**src/rtl/touch_contact_tracker_defines.svh**
```systemverilog
// ----------------------------------------------------------------------------
// Touch contact tracker assertion macros
// Shared property wrappers clocked on aclk, disabled during reset.
// ----------------------------------------------------------------------------
`ifndef TOUCH_CONTACT_TRACKER_DEFINES_SVH
`define TOUCH_CONTACT_TRACKER_DEFINES_SVH

// Same-cycle implication
`define TCT_ASSERT_SAME(label, ante, cons) \
    label: assert property (@(posedge aclk) disable iff (!aresetn) (ante) |-> (cons)) \
        else $error("tct check failed");

// Next-cycle implication
`define TCT_ASSERT_NEXT(label, ante, cons) \
    label: assert property (@(posedge aclk) disable iff (!aresetn) (ante) |=> (cons)) \
        else $error("tct check failed");

`endif

```
**src/rtl/tct_pkg.sv**
```systemverilog
// ----------------------------------------------------------------------------
// Touch contact tracker package
// Field widths, event codes and default sizes.
// ----------------------------------------------------------------------------
`timescale 1ns / 1ps

package tct_pkg;

    // Slot count default and per-frame contact limit
    localparam int DEF_SLOTS      = 5;
    localparam int FRAME_CONTACTS = 5;

    // Field widths and max-reports reset value
    localparam int MAXREP_W  = 5;
    localparam int MAXREP_RST = 16;
    localparam int CIDX_W    = 3;
    localparam int COORD_W   = 16;
    localparam int SLOTID_W  = 3;
    localparam int COUNT_W   = 4;
    localparam int S_TDATA_W = 56;
    localparam int M_TDATA_W = 56;

    // Event codes
    typedef enum logic [1:0] {
        EV_PRESSED  = 2'd0,
        EV_MOVED    = 2'd1,
        EV_RELEASED = 2'd2,
        EV_DONE     = 2'd3
    } event_t;

    // Input kind codes
    localparam logic KIND_CONTACT = 1'b0;
    localparam logic KIND_EOF     = 1'b1;

endpackage

```
**src/rtl/touch_contact_tracker.sv**
```systemverilog
// ----------------------------------------------------------------------------
// Touch contact tracker
// Turns per-frame contact reports into pressed / moved / released events.
// ----------------------------------------------------------------------------
// A contact request yields its event in the output register in the cycle after
//   acceptance. End of frame scans one slot per cycle while the output is free,
//   ending early at the report cap, then emits frame done.
// Throughput: one contact per cycle if the output is free; the scan blocks input.
// Reset: synchronous, active low; clears slot flags, counters and max_reports
//   to 16. Stored points are not cleared.
`timescale 1ns / 1ps

`include "touch_contact_tracker_defines.svh"

module touch_contact_tracker #(
    parameter int SLOTS = tct_pkg::DEF_SLOTS
) (
    input  logic                          aclk,
    input  logic                          aresetn,
    // config
    input  logic                          cfg_we,
    input  logic [tct_pkg::MAXREP_W-1:0]  cfg_wdata,
    // input stream
    input  logic                          s_tvalid,
    output logic                          s_tready,
    // contact_tag[7:0], pos_x[23:8], pos_y[39:24], strength[55:40]
    input  logic [tct_pkg::S_TDATA_W-1:0] s_tdata,
    // kind[0]
    input  logic                          s_tuser,
    // result stream
    output logic                          m_tvalid,
    input  logic                          m_tready,
    // slot_id[2:0], out_x[18:3], out_y[34:19], pressure[50:35],
    // report_count[54:51], zero pad[55]
    output logic [tct_pkg::M_TDATA_W-1:0] m_tdata,
    // event_res[1:0]
    output logic [1:0]                    m_tuser,
    output logic                          m_tlast
);
    import tct_pkg::*;

    localparam int SLOT_W = (SLOTS > 1) ? $clog2(SLOTS) : 1;
    localparam int IDX_W  = $clog2(SLOTS + 1);
    localparam int CNT_W  = $clog2(FRAME_CONTACTS + SLOTS + 1);
    localparam int PT_W   = 3 * COORD_W;

    typedef enum logic {
        ST_IDLE,
        ST_SCAN
    } state_t;

    state_t               state_reg, state_next;
    logic [IDX_W-1:0]     idx_reg, idx_next;
    logic [CIDX_W-1:0]    cidx_reg, cidx_next;
    logic [CNT_W-1:0]     reports_reg, reports_next;
    logic [SLOTS-1:0]     active_reg, active_next;
    logic [SLOTS-1:0]     seen_reg, seen_next;
    logic [MAXREP_W-1:0]  max_reg, max_next;

    logic                 m_valid_reg, m_valid_next;
    event_t               m_event_reg, m_event_next;
    logic [SLOTID_W-1:0]  m_slot_reg, m_slot_next;
    logic [PT_W-1:0]      m_point_reg, m_point_next;
    logic [COUNT_W-1:0]   m_count_reg, m_count_next;
    logic                 m_last_reg, m_last_next;

    logic [PT_W-1:0]      last_point_reg [SLOTS];

    // Request decode
    logic [7:0]           tid;
    logic [7:0]           slot_wide;
    logic [SLOT_W-1:0]    slot_sel;
    logic                 out_free;
    logic                 take;
    logic                 frame_full;
    logic                 slot_ok;
    logic                 cap_ok;
    logic                 emit_contact;
    logic [SLOT_W-1:0]    scan_slot;
    logic                 scan_end;
    logic                 scan_rel;

    assign out_free   = !m_valid_reg || m_tready;
    assign s_tready   = (state_reg == ST_IDLE) && out_free;
    assign take       = s_tvalid && s_tready;

    assign tid        = s_tdata[7:0];
    assign slot_wide  = (tid < 8'(SLOTS)) ? tid : {{(8-CIDX_W){1'b0}}, cidx_reg};
    assign slot_sel   = slot_wide[SLOT_W-1:0];
    assign frame_full = cidx_reg >= CIDX_W'(FRAME_CONTACTS);
    assign slot_ok    = slot_wide < 8'(SLOTS);

    // Shared capacity compare, used by both contacts and the release scan
    assign cap_ok     = 32'(reports_reg) < 32'(max_reg);

    assign emit_contact = take && (s_tuser == KIND_CONTACT) && !frame_full &&
                          slot_ok && cap_ok;

    // Release scan, one slot per cycle while the output is free
    assign scan_slot = idx_reg[SLOT_W-1:0];
    assign scan_end  = (idx_reg == IDX_W'(SLOTS)) || !cap_ok;
    assign scan_rel  = active_reg[scan_slot] && !seen_reg[scan_slot];

    // Sequencer next-state logic
    always_comb begin
        state_next   = state_reg;
        idx_next     = idx_reg;
        cidx_next    = cidx_reg;
        reports_next = reports_reg;
        active_next  = active_reg;
        seen_next    = seen_reg;
        max_next     = cfg_we ? cfg_wdata : max_reg;
        m_valid_next = m_valid_reg && !m_tready;
        m_event_next = m_event_reg;
        m_slot_next  = m_slot_reg;
        m_point_next = m_point_reg;
        m_count_next = m_count_reg;
        m_last_next  = m_last_reg;

        case (state_reg)
            ST_IDLE: begin
                if (take) begin
                    if (s_tuser == KIND_EOF) begin
                        state_next = ST_SCAN;
                        idx_next   = '0;
                    end else if (!frame_full) begin
                        cidx_next = cidx_reg + CIDX_W'(1);
                        if (emit_contact) begin
                            reports_next       = reports_reg + CNT_W'(1);
                            seen_next[slot_sel] = 1'b1;
                            m_valid_next = 1'b1;
                            m_event_next = active_reg[slot_sel] ? EV_MOVED : EV_PRESSED;
                            m_slot_next  = SLOTID_W'(slot_wide);
                            m_point_next = s_tdata[8 +: PT_W];
                            m_count_next = '0;
                            m_last_next  = 1'b1;
                        end
                    end
                end
            end
            ST_SCAN: begin
                if (out_free) begin
                    if (scan_end) begin
                        // frame done, roll seen set into active set unless max_reports is zero
                        m_valid_next = 1'b1;
                        m_event_next = EV_DONE;
                        m_slot_next  = '0;
                        m_point_next = '0;
                        m_count_next = reports_reg[COUNT_W-1:0];
                        m_last_next  = 1'b1;
                        if (max_reg != '0) begin
                            active_next = seen_reg;
                        end
                        seen_next    = '0;
                        cidx_next    = '0;
                        reports_next = '0;
                        state_next   = ST_IDLE;
                    end else begin
                        idx_next = idx_reg + IDX_W'(1);
                        if (scan_rel) begin
                            reports_next = reports_reg + CNT_W'(1);
                            m_valid_next = 1'b1;
                            m_event_next = EV_RELEASED;
                            m_slot_next  = SLOTID_W'(idx_reg);
                            m_point_next = last_point_reg[scan_slot];
                            m_count_next = '0;
                            m_last_next  = 1'b0;
                        end
                    end
                end
            end
            default: begin
                state_next = ST_IDLE;
            end
        endcase
    end

    // State and registered outputs
    always_ff @(posedge aclk) begin
        if (!aresetn) begin
            state_reg   <= ST_IDLE;
            idx_reg     <= '0;
            cidx_reg    <= '0;
            reports_reg <= '0;
            active_reg  <= '0;
            seen_reg    <= '0;
            max_reg     <= MAXREP_W'(MAXREP_RST);
            m_valid_reg <= 1'b0;
        end else begin
            state_reg   <= state_next;
            idx_reg     <= idx_next;
            cidx_reg    <= cidx_next;
            reports_reg <= reports_next;
            active_reg  <= active_next;
            seen_reg    <= seen_next;
            max_reg     <= max_next;
            m_valid_reg <= m_valid_next;
        end
        m_event_reg <= m_event_next;
        m_slot_reg  <= m_slot_next;
        m_point_reg <= m_point_next;
        m_count_reg <= m_count_next;
        m_last_reg  <= m_last_next;
    end

    // Last point store, written by contacts that emit an event
    always_ff @(posedge aclk) begin
        if (emit_contact) begin
            last_point_reg[slot_sel] <= s_tdata[8 +: PT_W];
        end
    end

    // Output packing
    assign m_tvalid = m_valid_reg;
    assign m_tuser  = m_event_reg;
    assign m_tlast  = m_last_reg;
    assign m_tdata  = {1'b0, m_count_reg, m_point_reg, m_slot_reg};

    // Checks
    `TCT_ASSERT_SAME(a_release_not_last,
        m_tvalid && (m_tuser == EV_RELEASED), !m_tlast)
    `TCT_ASSERT_SAME(a_done_is_last,
        m_tvalid && (m_tuser == EV_DONE), m_tlast && (m_tdata[SLOTID_W-1:0] == '0))
    `TCT_ASSERT_NEXT(a_eof_starts_scan,
        take && (s_tuser == KIND_EOF), (state_reg == ST_SCAN) && !s_tready)
    `TCT_ASSERT_NEXT(a_done_clears_frame,
        (state_reg == ST_SCAN) && out_free && scan_end,
        (seen_reg == '0) && (reports_reg == '0) && (cidx_reg == '0))

endmodule
```
**config.mk**
```make
export PLATFORM = sky130hd
export DESIGN_NAME = touch_contact_tracker
export DESIGN_NICKNAME = d
export VERILOG_FILES = /design/src/rtl/tct_pkg.sv /design/src/rtl/touch_contact_tracker.sv
export VERILOG_INCLUDE_DIRS = /design/src /design/src/rtl
export SDC_FILE = /design/constraint.sdc
export NUM_CORES = 1
export LEC_CHECK = 0
export CAP_MARGIN = 20
export CORE_MARGIN = 2
export CORE_UTILIZATION = 45
export CTS_CLUSTER_SIZE = 8
export DETAILED_ROUTE_END_ITERATION = 8
export DONT_BUFFER_PORTS = 1
export PLACE_DENSITY_LB_ADDON = 0.25
export SYNTH_ARGS = -nofsm -noshare
export SYNTH_HDL_FRONTEND = slang
export SYNTH_SLANG_ARGS = --single-unit
```
**constraint.sdc**
```tcl
create_clock -name aclk -period 9.35 [get_ports aclk]
set_clock_uncertainty 0.15 [all_clocks]
set_input_delay 0.935 -clock aclk [delete_from_list [all_inputs] [get_ports aclk]]
set_output_delay 0.935 -clock aclk [all_outputs]
set_load 0.05 [all_outputs]
```
# Word-level counts from Yosys, hierarchy flattened
# Memories as Yosys holds them, arrays and structs flattened. A register that Yosys moved wholly into a read port is not among the register bits.
# Index checks and enable logic that the tools add are counted.
[word_totals] out_inout_bits=61 elab_cells=152 mem_bits_rw=240 n_memories=1 reg_bits=85
[memory_table] memory="last_point_reg" words=5 width=48 rd=1 rd_ports_with_merged_regs=1 wr=1 line_no="touch_contact_tracker.sv:67" text="logic [PT_W-1:0] last_point_reg [SLOTS];"
[op_classes] n_eq_ne=10 bitwise=3 n_mux=93 add_sub_neg=3 n_lt_le_gt_ge=7 reduce_logical=22
[op_table] op="$mux W48" count=7
[op_table] op="$pmux W48 S2" count=1
[op_table] op="$mux W4" count=14
[op_table] op="$mux W3" count=18
[op_table] op="$mux W5" count=6
[op_table] op="$mux W1" count=25
[op_table] op="$pmux W3 S2" count=3
[op_table] op="$lt A8 B3 Y1 const B" count=2
[op_table] op="$pmux W4 S2" count=2
[op_table] op="$mux W2" count=7
[op_table] op="$ne A2 B2 Y1 const B" count=6
[op_table] op="$reduce_and A6 Y1" count=2
[op_table] op="$pmux W5 S2" count=1
[op_table] op="$bmux W1 S3" count=3
[op_table] op="$logic_and A1 B1 Y1" count=9
[op_table] op="$lt A3 B4 Y1 const B" count=2
[op_table] op="$mux W8" count=1
[op_table] op="$reduce_and A4 Y1" count=2
[op_table] op="$add A3 B1 Y3 const B" count=2
[op_table] op="$pmux W1 S2" count=3
[op_table] op="$logic_not A1 Y1" count=5
[op_table] op="$lt A4 B5 Y1" count=1
[op_table] op="$or A5 B5 Y5" count=1
[op_table] op="$reduce_and A5 Y1" count=1
[op_table] op="other kinds (11)" count=14

# Depth between registers and ports, before layout
# Gate-level depths: netlist of the first run.
[depth] depth_word=13 depth_mapped=10

# Worst setup path before layout of the first run
# Ideal clock, no wire load.
[synth_timing] path_kind="input port to flip-flop" from="input port s_tdata[7] in the netlist's numbering" to="memory last_point_reg[2][0] in the netlist's numbering (enable)" arrival_ns=6.300 path_buffers=0 setup_ns=0.573 path_stages=4 setup_slack_ns=2.327 path_cell_list="nor3_2 nand3_1 o21a_1 nor4_1"
[synth_between] elab_chain_len=7
[synth_lines] element="start, declared" line_no="touch_contact_tracker.sv:27" text="input logic [tct_pkg::S_TDATA_W-1:0] s_tdata,"
[synth_lines] element="$lt A8 B3 Y1" line_no="touch_contact_tracker.sv:88" text="assign slot_wide = (tid < 8'(SLOTS)) ? tid : {{(8-CIDX_W){1'b0}}, cidx_reg};"
[synth_lines] element="$mux W8 *" line_no="touch_contact_tracker.sv:88"
[synth_lines] element="$lt A8 B3 Y1" line_no="touch_contact_tracker.sv:91" text="assign slot_ok = slot_wide < 8'(SLOTS);"
[synth_lines] element="$logic_and A1 B1 Y1" line_no="touch_contact_tracker.sv:96" text="assign emit_contact = take && (s_tuser == KIND_CONTACT) && !frame_full &&"
[synth_lines] element="$logic_and A1 B1 Y1" line_no="touch_contact_tracker.sv:97" text="slot_ok && cap_ok;"
[synth_lines] element="$mux W1" line_no="touch_contact_tracker.sv:208" text="if (emit_contact) begin"
[synth_lines] element="$mux W1 (implied by the code)" line_no="touch_contact_tracker.sv:209" text="last_point_reg[slot_sel] <= s_tdata[8 +: PT_W];"
[synth_lines] element="end, declared" line_no="touch_contact_tracker.sv:67"
# Every way passes the cells marked *; elsewhere a longest branch is shown, timed or not.

# Worst setup path in the final report of the first run
[layout_timing] from="register max_reg[2]" to="register m_event_reg[0] (netlist: m_tuser[0]) (data pin)"
[layout_between] elab_chain_len=6
[layout_lines] element="start, declared" line_no="touch_contact_tracker.sv:58" text="logic [MAXREP_W-1:0] max_reg, max_next;"
[layout_lines] element="start signal, assigned" line_no="touch_contact_tracker.sv:187" text="max_reg <= MAXREP_W'(MAXREP_RST);"
[layout_lines] element="start signal, assigned" line_no="touch_contact_tracker.sv:196" text="max_reg <= max_next;"
[layout_lines] element="$lt A4 B5 Y1" line_no="touch_contact_tracker.sv:94" text="assign cap_ok = 32'(reports_reg) < 32'(max_reg);"
[layout_lines] element="$logic_not A1 Y1" line_no="touch_contact_tracker.sv:101" text="assign scan_end = (idx_reg == IDX_W'(SLOTS)) || !cap_ok;"
[layout_lines] element="$logic_or A1 B1 Y1" line_no="touch_contact_tracker.sv:101"
[layout_lines] element="$mux W2" line_no="touch_contact_tracker.sv:143" text="if (scan_end) begin"
[layout_lines] element="$mux W2" line_no="touch_contact_tracker.sv:142" text="if (out_free) begin"
[layout_lines] element="$pmux W2 S2" line_no="touch_contact_tracker.sv:120" text="case (state_reg)"
[layout_lines] element="via m_event_next[0]" line_no="touch_contact_tracker.sv:61" text="event_t m_event_reg, m_event_next;"
[layout_lines] element="end signal, assigned" line_no="touch_contact_tracker.sv:199" text="m_event_reg <= m_event_next;"
[layout_lines] element="end, declared" line_no="touch_contact_tracker.sv:61"
# The timed path passes the listed nets, and every way through them passes these cells. The select of a mux whose other input is x is not followed.
# A chain may end at the register's enable or synchronous reset.

==> report_table.html, run 1 <==
<table>
<tr><th>Metric</th><th>Value</th></tr>
<tr><th colspan="2">Run status</th></tr>
<tr><td>Outcome</td><td>finished, final reports clean</td></tr>
<tr><th colspan="2">Clocking</th></tr>
<tr><td>Total clock sinks</td><td>328</td></tr>
<tr><td>Source-to-sink clock delay at the later pin of the worst-skew pair</td><td>0.52 ns</td></tr>
<tr><td>Clk pin slew, worst setup/hold paths</td><td>0.05 ns</td></tr>
<tr><td>Total of hold buffers inserted after clock tree synthesis</td><td>0</td></tr>
<tr><td>Num CTS Buffers</td><td>46</td></tr>
<tr><td>Buffers from clock root to sink, at most</td><td>3</td></tr>
<tr><td>Buffer count from post-CTS setup fixing</td><td>0</td></tr>
<tr><td>H-tree depth reported by CTS</td><td>2</td></tr>
<tr><td>Post-cts repair resize count</td><td>0</td></tr>
<tr><td>Cell chosen for the clock root</td><td>clkbuf_16</td></tr>
<tr><td>Clock tree from TritonCTS</td><td>built</td></tr>
<tr><th colspan="2">Detailed routing</th></tr>
<tr><td>Post-DR vias/cell</td><td>5.88</td></tr>
<tr><td>Post-DR wirelength/cell</td><td>23.4 um</td></tr>
<tr><td>Final routed wirelength across all metal layers</td><td>25.6 mm</td></tr>
<tr><td>Drt pass-1 iters</td><td>5</td></tr>
<tr><td>Detailed-route via count</td><td>6,435</td></tr>
<tr><td>DRC marker count from the first detailed-route iteration</td><td>499</td></tr>
<tr><td>DRC violations left</td><td>0</td></tr>
<tr><td>Residual antenna-violating net count after detailed routing</td><td>0</td></tr>
<tr><th colspan="2">Layout</th></tr>
<tr><td>N_diodes</td><td>0</td></tr>
<tr><td>Non-Filler Instances</td><td>1,095</td></tr>
<tr><td>Post-route standard cell area excluding fillers</td><td>14,600 sq um</td></tr>
<tr><td>Share of final-layout standard cells stronger than drive strength 1</td><td>17.7%</td></tr>
<tr><td>Filler cell count</td><td>2,241</td></tr>
<tr><td>Total number of nets in the final design</td><td>782</td></tr>
<tr><td>Post-synthesis to final-layout area growth</td><td>13.5%</td></tr>
<tr><td>Number of flip-flops under the largest register name</td><td>240</td></tr>
<tr><th colspan="2">Min path</th></tr>
<tr><td>Class of the worst hold path</td><td>flop to flop</td></tr>
<tr><th colspan="2">Logic synthesis</th></tr>
<tr><td>Number of enable-type register cells in the synthesized netlist</td><td>298</td></tr>
<tr><td>Gate count of the mapped netlist</td><td>682</td></tr>
<tr><td>Synthesized area per cell</td><td>18.8 sq um</td></tr>
<tr><td>Number of nets produced by synthesis</td><td>757</td></tr>
<tr><td>Share of the synthesized area in the top cell type</td><td>69.8%</td></tr>
<tr><td>Fraction of synthesis flops using an asynchronous set or reset pin</td><td>0%</td></tr>
<tr><td>Post-synthesis sequential area ratio</td><td>74.5%</td></tr>
<tr><td>Most frequent cells after synthesis</td><td>298 x edfxtp_1, 58 x mux2i_1, 48 x mux4_2, 48 x o2bb2ai_1, 30 x dfxtp_1</td></tr>
<tr><td>Most frequently used cell type in the post-synthesis netlist</td><td>edfxtp_1</td></tr>
<tr><td>Flop and latch count out of synthesis</td><td>328</td></tr>
<tr><td>Area of the mapped netlist</td><td>12,800 sq um</td></tr>
<tr><td>Library cells used by synthesis</td><td>55</td></tr>
<tr><td>Most frequently used flop master after synthesis</td><td>edfxtp_1</td></tr>
<tr><td>Library cell with the largest summed area after synthesis</td><td>edfxtp_1</td></tr>
<tr><td>Top cells by area in the synthesized netlist</td><td>edfxtp_1 70%, mux4_2 8.4%, dfxtp_1 4.7%, mux2i_1 4.5%, o2bb2ai_1 3.3%</td></tr>
<tr><td>Count of yosys warnings during synthesis</td><td>0</td></tr>
<tr><th colspan="2">Global route</th></tr>
<tr><td>GR Overflow Total</td><td>0</td></tr>
<tr><td>Routing usage on met3</td><td>6.07%</td></tr>
<tr><td>Grt met1 use</td><td>21.0%</td></tr>
<tr><td>Global route hottest layer</td><td>met2</td></tr>
<tr><td>Global-route wire length before repair</td><td>39.6 mm</td></tr>
<tr><td>Antenna violations before repair</td><td>0</td></tr>
<tr><td>Gr usage total</td><td>17.3%</td></tr>
<tr><td>Via count of the first global-routing pass</td><td>6,908</td></tr>
<tr><td>Largest net degree at the start of global routing</td><td>59</td></tr>
<tr><td>GR met2 Demand/Resource</td><td>29.1%</td></tr>
<tr><th colspan="2">STA</th></tr>
<tr><td>Time the final worst path needs with I/O delays and setup</td><td>3.24 ns</td></tr>
<tr><td>Unrepaired setup endpoints after global routing</td><td>false</td></tr>
<tr><td>Final cycle utilization of the critical path</td><td>34.7%</td></tr>
<tr><td>Final setup violating endpoints</td><td>0</td></tr>
<tr><td>Worst slew slack as a fraction of its limit</td><td>34.1%</td></tr>
<tr><td>Final number of max-transition violations</td><td>0</td></tr>
<tr><td>Worst slew pin tran</td><td>0.988 ns</td></tr>
<tr><td>Count of final hold-check violations</td><td>0</td></tr>
<tr><td>Highest clock frequency the design can meet</td><td>0.308 GHz</td></tr>
<tr><td>Setup tns final</td><td>0 ns</td></tr>
<tr><th colspan="2">Power</th></tr>
<tr><td>Leakage power figure</td><td>0.00444 uW</td></tr>
<tr><td>Worst ir drop on vdd</td><td>0.146 mV</td></tr>
<tr><td>Power density over the cells</td><td>229 nW/um^2</td></tr>
<tr><th colspan="2">Floorplanning</th></tr>
<tr><td>Row Count</td><td>61</td></tr>
<tr><td>Die W</td><td>173 um</td></tr>
<tr><td>Chip height</td><td>173 um</td></tr>
<tr><td>Full die area</td><td>29,900 sq um</td></tr>
<tr><td>Count of pins on the block boundary</td><td>128</td></tr>
<tr><td>Core Footprint</td><td>27,900 sq um</td></tr>
<tr><td>Starting density of the core</td><td>45.9%</td></tr>
<tr><th colspan="2">Worst setup path</th></tr>
<tr><td>Worst Path Max Fanout</td><td>36</td></tr>
<tr><td>Critical Path Max Stage Delay</td><td>0.52 ns</td></tr>
<tr><td>Category of the worst setup path launch point</td><td>flop</td></tr>
<tr><td>Crit path arrival time</td><td>3.33 ns</td></tr>
<tr><td>Cell seen most often among critical-path stages</td><td>o211ai_1</td></tr>
<tr><td>Required time of the critical path</td><td>9.44 ns</td></tr>
<tr><td>CP max stage cell</td><td>a221oi_2</td></tr>
<tr><td>Crit-path cells</td><td>inv_1 &gt; ha_1 &gt; or2_2 &gt; a31o_1 &gt; a221oi_2 &gt; inv_2 &gt; buf_4 &gt; o211ai_1 &gt; o211ai_1</td></tr>
<tr><td>CP Capture Type</td><td>flop</td></tr>
<tr><td>Type of the worst setup path</td><td>flop to flop</td></tr>
<tr><th colspan="2">Placement</th></tr>
<tr><td>RD Place Congestion</td><td>0.906</td></tr>
<tr><td>Cell total after placement</td><td>1,036</td></tr>
<tr><td>Placed standard-cell area</td><td>13,300 sq um</td></tr>
<tr><td>Half-perimeter wire length of the detailed placement result</td><td>14.1 mm</td></tr>
<tr><td>Count of buffers inserted at the top-level ports</td><td>0</td></tr>
<tr><th colspan="2">Job</th></tr>
<tr><td>Max-cap violations</td><td>0</td></tr>
</table>
[worst max-delay path, delay by kind of cell, from the launching register on]
| kind | cells | cell delay (ns) |
|---|---|---|
| compound gates | 4 | 1.08 |
| fa+ha+maj | 1 | 0.25 |
| buf+inv | 3 | 0.81 |
| flops | 1 | 0.35 |
| simple gates | 1 | 0.31 |
[stage by stage]
step                worst slack (ns)  total power (uW)  util, %  hold slack [ns]
global placement                6.04              1900     47.5            0.327
global route                    5.92              3450     52.1            0.332
detailed placement              5.97              1910     47.5            0.344
finish                          6.11              3330     52.1            0.360
CTS                             6.13              3370     52.0            0.335
floorplan                       2.33              1860        -            0.279
[cells by family after synthesis]
kind of cell | count (synthesis) | synth area share [%]
other | 1 | 0.0293
AND/OR/NAND/NOR | 81 | 3.39
buffers and inverters | 44 | 1.40
flip-flops | 328 | 74.5
adder cells (fa/ha/maj) | 8 | 0.781
AO/OA/AOI/OAI | 111 | 6.73
multiplexers | 107 | 13.1
XOR/XNOR | 2 | 0.137
[where the power goes]
| group | internal, uW | leakage (uW) | total (uW) | switching, uW |
|---|---|---|---|---|
| logic | 67.9 | 0.000881 | 161 | 92.9 |
| registers | 1660 | 0.00295 | 1720 | 63.9 |
| clock network | 921 | 0.000614 | 1450 | 534 |
[layout by cell type, fill, tap and decap left out, types with 8 or more instances in the layout]
| cell type | netlist | final |
|---|---|---|
| ha_1 | 8 | 8 |
| clkbuf_1 | 21 | 9 |
| o21ai_0 | 14 | 14 |
| buf_4 | 1 | 9 |
| dfxtp_1 | 30 | 27 |
| nor2_1 | 23 | 20 |
| clkbuf_16 | 0 | 49 |
| mux2i_1 | 58 | 58 |
| nand2_1 | 13 | 13 |
| edfxtp_1 | 298 | 298 |
| o2bb2ai_1 | 48 | 48 |
| mux4_2 | 48 | 48 |
| a21oi_1 | 13 | 13 |
[per-layer routing]
metal,share of wire [%],vias to the layer above
li1,-,2823
met1,41,3345
met5,0,-
met3,8.3,47
met4,2.0,0
met2,49,220
[area by class of cell]
class	count	area, sq um	share of cell area (%)
inverter	11	41.3	0.284
sequential	328	9560	65.7
multi-input combinational	310	3130	21.5
timing repair buffer	10	87.6	0.602
clock buffer	58	1260	8.66
tap	378	473	3.25
[path summary, 6_finish.rpt]
path,slack [ns],endpoint,startpoint,cells after the start
hold reg to reg,0.36,seen_reg[2]$_SDFFE_PN0P_,seen_reg[2]$_SDFFE_PN0P_,1
setup reg to reg,6.11,m_tuser[0]$_DFFE_PP_,max_reg[2]$_SDFFE_PN0P_,9
setup / recovery,6.11,m_tuser[0]$_DFFE_PP_,max_reg[2]$_SDFFE_PN0P_,9
hold / removal,0.36,seen_reg[2]$_SDFFE_PN0P_,seen_reg[2]$_SDFFE_PN0P_,1
No activity file was read; power rests on OpenSTA's default activity.
==> run 2, diff against run 1 <==
Clock period 9.35 ns to 3 ns, I/O delays scaled along.
==> report_table.html, run 2 (synthesis gave the netlist of run 1 again) <==
<table>
<tr><th>Metric</th><th>Value</th></tr>
<tr><th colspan="2">Run status</th></tr>
<tr><td>Outcome</td><td>finished, final reports clean</td></tr>
<tr><th colspan="2">Detailed routing</th></tr>
<tr><td>Drt pass-1 iters</td><td>7 (+2)</td></tr>
<tr><td>Residual antenna-violating net count after detailed routing</td><td>0 (unchanged)</td></tr>
<tr><td>Final routed wirelength across all metal layers</td><td>27.2 mm (+6.1%)</td></tr>
<tr><td>Post-DR wirelength/cell</td><td>23.3 um (-0.44%)</td></tr>
<tr><td>Post-DR vias/cell</td><td>5.80 (-1.3%)</td></tr>
<tr><td>Detailed-route via count</td><td>6,771 (+5.2%)</td></tr>
<tr><td>DRC marker count from the first detailed-route iteration</td><td>598 (+20%)</td></tr>
<tr><td>DRC violations left</td><td>0 (unchanged)</td></tr>
<tr><th colspan="2">Global route</th></tr>
<tr><td>Gr usage total</td><td>18.4% (+1.2 points)</td></tr>
<tr><td>Global-route wire length before repair</td><td>42.2 mm (+6.8%)</td></tr>
<tr><td>Largest net degree at the start of global routing</td><td>49 (-17%)</td></tr>
<tr><td>GR Overflow Total</td><td>0 (unchanged)</td></tr>
<tr><td>Via count of the first global-routing pass</td><td>7,155 (+3.6%)</td></tr>
<tr><td>Antenna violations before repair</td><td>2 (+2)</td></tr>
<tr><th colspan="2">Floorplanning</th></tr>
<tr><td>Starting density of the core</td><td>45.9% (unchanged)</td></tr>
<tr><td>Chip height</td><td>173 um (unchanged)</td></tr>
<tr><td>Full die area</td><td>29,900 sq um (unchanged)</td></tr>
<tr><td>Count of pins on the block boundary</td><td>128 (unchanged)</td></tr>
<tr><td>Core Footprint</td><td>27,900 sq um (unchanged)</td></tr>
<tr><td>Die W</td><td>173 um (unchanged)</td></tr>
<tr><td>Row Count</td><td>61 (unchanged)</td></tr>
<tr><th colspan="2">STA</th></tr>
<tr><td>Count of final hold-check violations</td><td>0 (unchanged)</td></tr>
<tr><td>Highest clock frequency the design can meet</td><td>0.366 GHz (+19%)</td></tr>
<tr><td>Final setup violating endpoints</td><td>0 (unchanged)</td></tr>
<tr><td>Final number of max-transition violations</td><td>0 (unchanged)</td></tr>
<tr><td>Time the final worst path needs with I/O delays and setup</td><td>2.73 ns (-0.513 ns)</td></tr>
<tr><td>Worst slew slack as a fraction of its limit</td><td>47.1% (+13 points)</td></tr>
<tr><td>Unrepaired setup endpoints after global routing</td><td>false</td></tr>
<tr><td>Worst slew pin tran</td><td>0.788 ns (-0.200 ns)</td></tr>
<tr><td>Final cycle utilization of the critical path</td><td>91.0% (+56 points)</td></tr>
<tr><td>Setup tns final</td><td>0 ns (unchanged)</td></tr>
<tr><td>Hold Slack</td><td>0.0253 ns (-0.334 ns)</td></tr>
<tr><td>Final worst slack</td><td>0.269 ns (-5.84 ns)</td></tr>
<tr><th colspan="2">Layout</th></tr>
<tr><td>Number of flip-flops under the largest register name</td><td>240 (unchanged)</td></tr>
<tr><td>Share of final-layout standard cells stronger than drive strength 1</td><td>18.0% (+0.31 points)</td></tr>
<tr><td>Post-synthesis to final-layout area growth</td><td>19.5%</td></tr>
<tr><td>Most common library cell in the layout ignoring fill and taps</td><td>edfxtp_1</td></tr>
<tr><td>Filler cell count</td><td>2,190 (-2.3%)</td></tr>
<tr><td>Commonest cells after routing, fill and taps aside</td><td>298 x edfxtp_1, 61 x dlygate4sd3_1, 58 x mux2i_1, 48 x mux4_2, 48 x o2bb2ai_1</td></tr>
<tr><td>Post-route standard cell area excluding fillers</td><td>15,300 sq um (+5.2%)</td></tr>
<tr><td>Total number of nets in the final design</td><td>855 (+9.3%)</td></tr>
<tr><th colspan="2">Clocking</th></tr>
<tr><td>Clk pin slew, worst setup/hold paths</td><td>0.05 ns (about the same)</td></tr>
<tr><td>Total clock sinks</td><td>328 (unchanged)</td></tr>
<tr><td>H-tree depth reported by CTS</td><td>2 (unchanged)</td></tr>
<tr><td>Num CTS Buffers</td><td>46 (unchanged)</td></tr>
<tr><td>Source-to-sink clock delay at the later pin of the worst-skew pair</td><td>0.52 ns (about the same)</td></tr>
<tr><td>Buffer count from post-CTS setup fixing</td><td>0 (unchanged)</td></tr>
<tr><td>Total of hold buffers inserted after clock tree synthesis</td><td>61 (+61)</td></tr>
<tr><td>Cell chosen for the clock root</td><td>clkbuf_16</td></tr>
<tr><td>Post-cts repair resize count</td><td>0 (unchanged)</td></tr>
<tr><td>Clock tree from TritonCTS</td><td>built</td></tr>
<tr><td>Buffers from clock root to sink, at most</td><td>3 (unchanged)</td></tr>
<tr><th colspan="2">Worst setup path</th></tr>
<tr><td>Category of the worst setup path launch point</td><td>flop</td></tr>
<tr><td>Crit path arrival time</td><td>2.79 ns (-0.54 ns)</td></tr>
<tr><td>CP Capture Type</td><td>flop</td></tr>
<tr><td>Worst Path Max Fanout</td><td>36 (unchanged)</td></tr>
<tr><td>Required time of the critical path</td><td>3.06 ns (-6.38 ns)</td></tr>
<tr><td>Type of the worst setup path</td><td>flop to flop</td></tr>
<tr><th colspan="2">Power</th></tr>
<tr><td>Power density over the cells</td><td>684 nW/um^2 (+200%)</td></tr>
<tr><td>Worst ir drop on vdd</td><td>0.360 mV (+150%)</td></tr>
<tr><td>Leakage power figure</td><td>0.00476 uW (+7.0%)</td></tr>
<tr><td>Final Total Pwr</td><td>10,500 uW (+210%)</td></tr>
<tr><th colspan="2">Placement</th></tr>
<tr><td>Half-perimeter wire length of the detailed placement result</td><td>15.0 mm (+6.4%)</td></tr>
<tr><td>Placed standard-cell area</td><td>13,500 sq um (+1.6%)</td></tr>
<tr><td>Count of buffers inserted at the top-level ports</td><td>0 (unchanged)</td></tr>
<tr><td>RD Place Congestion</td><td>0.783 (-14%)</td></tr>
<tr><td>Worst slack, placed</td><td>0.263 ns (-5.71 ns)</td></tr>
<tr><th colspan="2">Job</th></tr>
<tr><td>Max-cap violations</td><td>0 (unchanged)</td></tr>
<tr><th colspan="2">Min path</th></tr>
<tr><td>Class of the worst hold path</td><td>input pin to flop</td></tr>
</table>
run 2: area by class of cell:
type                       instances  area (sq um)  area share, %
multi-input combinational        310          3160           20.6
tap                              378           473           3.09
timing repair buffer              83           863           5.64
inverter                          11          41.3          0.270
sequential                       328          9560           62.4
clock buffer                      55          1210           7.87
clock inverter                     1          8.76         0.0572
antenna                            1          2.50         0.0163
run 2: critical path: stages, from the launching register on:
cell	delay [ns]
dfxtp_1	0.34
inv_1	0.05
ha_1	0.16
nor2b_1	0.16
a2111oi_0	0.39
o21ai_1	0.17
o32ai_2	0.63
nor2_4	0.04
buf_4	0.29
run 2: path summary, 6_finish.rpt:
path                                                from                        end  slack, ns  cells past startpoint
worst min register to register  seen_reg[0]$_SDFFE_PN0P_   seen_reg[0]$_SDFFE_PN0P_       0.36                      1
worst min-delay path                             s_tuser       state_reg$_SDFF_PN0_       0.03                      3
worst max-delay path             max_reg[3]$_SDFFE_PN0P_  m_point_reg[17]$_DFFE_PP_       0.27                      8
worst max register to register   max_reg[3]$_SDFFE_PN0P_  m_point_reg[17]$_DFFE_PP_       0.27                      8
run 2: per-layer routing:
layer / track usage, % / up-vias / wire length [um]
met2: 31.1 / 242 / 13500
met4: 4.94 / 2 / 515
met1: 23.8 / 3497 / 11400
li1: - / 2978 / -
met3: 4.88 / 52 / 1660
met5: 0 / - / 11
run 2: stage by stage:
step / utilization (%) / cells
floorplan: - / 682
global placement: 48.3 / 1049
detailed placement: 48.3 / 1049
CTS: 54.8 / 1166
global route: 54.8 / 1167
finish: 54.8 / 1167
run 2: power by group:
part	internal [uW]	leakage [uW]	total [uW]	switching, uW
clock network	2760	0.000593	4470	1700
registers	5150	0.00295	5340	187
logic	288	0.00121	662	373
==> run 3, diff against run 2 <==
Settings changed: PLACE_DENSITY_LB_ADDON 0.25 to 0.08.
==> report_table.html, run 3 (synthesis gave the netlist of run 1 again) <==
<table>
<tr><th>Metric</th><th>Value</th></tr>
<tr><th colspan="2">Run status</th></tr>
<tr><td>Outcome</td><td>finished, final reports clean</td></tr>
<tr><th colspan="2">Floorplanning</th></tr>
<tr><td>Starting density of the core</td><td>45.9% (unchanged)</td></tr>
<tr><td>Count of pins on the block boundary</td><td>128 (unchanged)</td></tr>
<tr><td>Die W</td><td>173 um (unchanged)</td></tr>
<tr><td>Chip height</td><td>173 um (unchanged)</td></tr>
<tr><td>Row Count</td><td>61 (unchanged)</td></tr>
<tr><td>Core Footprint</td><td>27,900 sq um (unchanged)</td></tr>
<tr><td>Full die area</td><td>29,900 sq um (unchanged)</td></tr>
<tr><th colspan="2">STA</th></tr>
<tr><td>Final number of max-transition violations</td><td>0 (unchanged)</td></tr>
<tr><td>Final cycle utilization of the critical path</td><td>95.1% (+4.1 points)</td></tr>
<tr><td>Hold Slack</td><td>0.0260 ns (+0.000691 ns)</td></tr>
<tr><td>Worst slew pin tran</td><td>0.807 ns (+0.0195 ns)</td></tr>
<tr><td>Setup tns final</td><td>0 ns (unchanged)</td></tr>
<tr><td>Unrepaired setup endpoints after global routing</td><td>false</td></tr>
<tr><td>Highest clock frequency the design can meet</td><td>0.350 GHz (-4.3%)</td></tr>
<tr><td>Final setup violating endpoints</td><td>0 (unchanged)</td></tr>
<tr><td>Count of final hold-check violations</td><td>0 (unchanged)</td></tr>
<tr><td>Time the final worst path needs with I/O delays and setup</td><td>2.85 ns (+0.123 ns)</td></tr>
<tr><td>Worst slew slack as a fraction of its limit</td><td>45.8% (-1.3 points)</td></tr>
<tr><th colspan="2">Global route</th></tr>
<tr><td>Gr usage total</td><td>18.0% (-0.44 points)</td></tr>
<tr><td>Antenna violations before repair</td><td>2 (unchanged)</td></tr>
<tr><td>Via count of the first global-routing pass</td><td>7,094 (-0.85%)</td></tr>
<tr><td>Global-route wire length before repair</td><td>41.3 mm (-2.1%)</td></tr>
<tr><td>GR Overflow Total</td><td>0 (unchanged)</td></tr>
<tr><td>Largest net degree at the start of global routing</td><td>41 (-16%)</td></tr>
<tr><th colspan="2">Worst setup path</th></tr>
<tr><td>Required time of the critical path</td><td>3.10 ns (+0.04 ns)</td></tr>
<tr><td>Register-to-register setup slack</td><td>0.15 ns (-0.12 ns)</td></tr>
<tr><td>Crit path arrival time</td><td>2.96 ns (+0.17 ns)</td></tr>
<tr><td>CP Capture Type</td><td>flop</td></tr>
<tr><td>R2R depth</td><td>8 (unchanged)</td></tr>
<tr><td>Critical Path Max Stage Delay</td><td>0.66 ns (+0.03 ns)</td></tr>
<tr><td>Crit-path cells</td><td>inv_1 &gt; ha_1 &gt; nor2b_1 &gt; a2111oi_0 &gt; o21ai_1 &gt; o32ai_2 &gt; nor2_4 &gt; buf_12</td></tr>
<tr><td>Category of the worst setup path launch point</td><td>flop</td></tr>
<tr><td>CP max stage cell</td><td>o32ai_2</td></tr>
<tr><td>Reg-to-Reg Start</td><td>max_reg[3]$_SDFFE_PN0P_</td></tr>
<tr><td>Total buffers and inverters traversed by the critical path</td><td>2 (unchanged)</td></tr>
<tr><td>Type of the worst setup path</td><td>flop to flop</td></tr>
<tr><td>Source of the critical timing path</td><td>max_reg[3]$_SDFFE_PN0P_</td></tr>
<tr><td>RR Endpoint</td><td>m_tlast$_SDFFCE_PN1P_</td></tr>
<tr><td>Worst Path Max Fanout</td><td>32 (-11%)</td></tr>
<tr><td>Cell family contributing the most delay on the critical path</td><td>compound AO/OA/AOI/OAI gates</td></tr>
<tr><th colspan="2">Clocking</th></tr>
<tr><td>H-tree depth reported by CTS</td><td>2 (unchanged)</td></tr>
<tr><td>Post-cts repair resize count</td><td>0 (unchanged)</td></tr>
<tr><td>Source-to-sink clock delay at the later pin of the worst-skew pair</td><td>0.52 ns (about the same)</td></tr>
<tr><td>Cell chosen for the clock root</td><td>clkbuf_16</td></tr>
<tr><td>Clock tree from TritonCTS</td><td>built</td></tr>
<tr><td>Clk pin slew, worst setup/hold paths</td><td>0.05 ns (about the same)</td></tr>
<tr><td>Buffers from clock root to sink, at most</td><td>3 (unchanged)</td></tr>
<tr><td>Buffer count from post-CTS setup fixing</td><td>0 (unchanged)</td></tr>
<tr><td>Total of hold buffers inserted after clock tree synthesis</td><td>60 (-1.6%)</td></tr>
<tr><td>Num CTS Buffers</td><td>46 (unchanged)</td></tr>
<tr><td>Total clock sinks</td><td>328 (unchanged)</td></tr>
<tr><th colspan="2">Detailed routing</th></tr>
<tr><td>Highest routing layer actually used</td><td>met4</td></tr>
<tr><td>Post-DR wirelength/cell</td><td>22.9 um (-1.7%)</td></tr>
<tr><td>Post-DR vias/cell</td><td>5.70 (-1.8%)</td></tr>
<tr><td>Drt pass-1 iters</td><td>5 (-2)</td></tr>
<tr><td>DRC marker count from the first detailed-route iteration</td><td>413 (-31%)</td></tr>
<tr><td>Detailed-route via count</td><td>6,663 (-1.6%)</td></tr>
<tr><td>Final routed wirelength across all metal layers</td><td>26.8 mm (-1.5%)</td></tr>
<tr><td>Residual antenna-violating net count after detailed routing</td><td>0 (unchanged)</td></tr>
<tr><td>DRC violations left</td><td>0 (unchanged)</td></tr>
<tr><td>Met2 wire length</td><td>13.1 mm (-3.0%)</td></tr>
<tr><td>Wire length on met1</td><td>11.8 mm (+3.1%)</td></tr>
<tr><td>Amount of wire on met3 after detailed routing</td><td>1.41 mm (-15%)</td></tr>
<tr><th colspan="2">Power</th></tr>
<tr><td>Final Total Pwr</td><td>10,400 uW (-0.71%)</td></tr>
<tr><td>Worst ir drop on vdd</td><td>0.464 mV (+29%)</td></tr>
<tr><td>Leakage power figure</td><td>0.00478 uW (+0.60%)</td></tr>
<tr><td>Power density over the cells</td><td>675 nW/um^2 (-1.2%)</td></tr>
<tr><th colspan="2">Layout</th></tr>
<tr><td>Number of flip-flops under the largest register name</td><td>240 (unchanged)</td></tr>
<tr><td>Most common library cell in the layout ignoring fill and taps</td><td>edfxtp_1</td></tr>
<tr><td>Non-Filler Instances</td><td>1,169 (+0.17%)</td></tr>
<tr><td>Post-synthesis to final-layout area growth</td><td>20.1%</td></tr>
<tr><td>Post-route standard cell area excluding fillers</td><td>15,400 sq um (+0.50%)</td></tr>
<tr><td>Share of final-layout standard cells stronger than drive strength 1</td><td>18.4% (+0.36 points)</td></tr>
<tr><td>Total number of nets in the final design</td><td>858 (+0.35%)</td></tr>
<tr><td>Commonest cells after routing, fill and taps aside</td><td>298 x edfxtp_1, 60 x dlygate4sd3_1, 58 x mux2i_1, 48 x mux4_2, 48 x o2bb2ai_1</td></tr>
<tr><th colspan="2">Min path</th></tr>
<tr><td>Capture endpoint of the worst hold path</td><td>seen_reg[3]$_SDFFE_PN0P_</td></tr>
<tr><td>Count of cells along the worst hold path</td><td>2 (-1)</td></tr>
<tr><td>Class of the worst hold path</td><td>input pin to flop</td></tr>
<tr><td>Hold path start</td><td>s_tdata[0]</td></tr>
<tr><th colspan="2">Placement</th></tr>
<tr><td>Cell total after placement</td><td>1,053 (+0.38%)</td></tr>
<tr><td>Placed standard-cell area</td><td>13,600 sq um (+0.78%)</td></tr>
<tr><td>RD Place Congestion</td><td>0.817 (+4.4%)</td></tr>
<tr><td>Half-perimeter wire length of the detailed placement result</td><td>15.4 mm (+2.6%)</td></tr>
<tr><td>Count of buffers inserted at the top-level ports</td><td>0 (unchanged)</td></tr>
<tr><th colspan="2">Job</th></tr>
<tr><td>Max-cap violations</td><td>0 (unchanged)</td></tr>
</table>
run 3: worst max-delay path by stage:
stage | cells after the start | to
floorplan | 5 | last_point_reg[2][0]$_DFFE_PP_
global placement | 8 | m_point_reg[38]$_DFFE_PP_
detailed placement | 8 | m_point_reg[38]$_DFFE_PP_
CTS | 8 | m_point_reg[27]$_DFFE_PP_
global route | 8 | m_point_reg[27]$_DFFE_PP_
finish | 8 | m_tlast$_SDFFCE_PN1P_
run 3: routing by layer:
metal  vias up  global-route usage (%)
met1      3426                    23.7
li1       2995                       -
met4         0                    4.98
met3        44                    4.09
met2       198                    30.2
met5         -                       0
run 3: area by class of cell:
type / count / area (sq um)
well taps: 378 / 473
repair buffers: 86 / 958
inverters: 11 / 41.3
fillers: 2225 / 12500
multi-input cells: 310 / 3160
diodes: 2 / 5.00
clock inverters: 1 / 16.3
flip-flops and latches: 328 / 9560
clock buffers: 53 / 1180
run 3: power breakdown:
part,internal (uW),switching (uW)
Combinational,298,377
Sequential,5160,184
Clock,2710,1680
run 3: stage by stage:
stage,setup WS (ns),util [%]
final,0.146,55.1
after global routing,0.0342,55.1
after CTS,0.164,55.1
after detailed placement,0.164,48.7
after global placement,0.272,48.7
after floorplan,-0.556,-
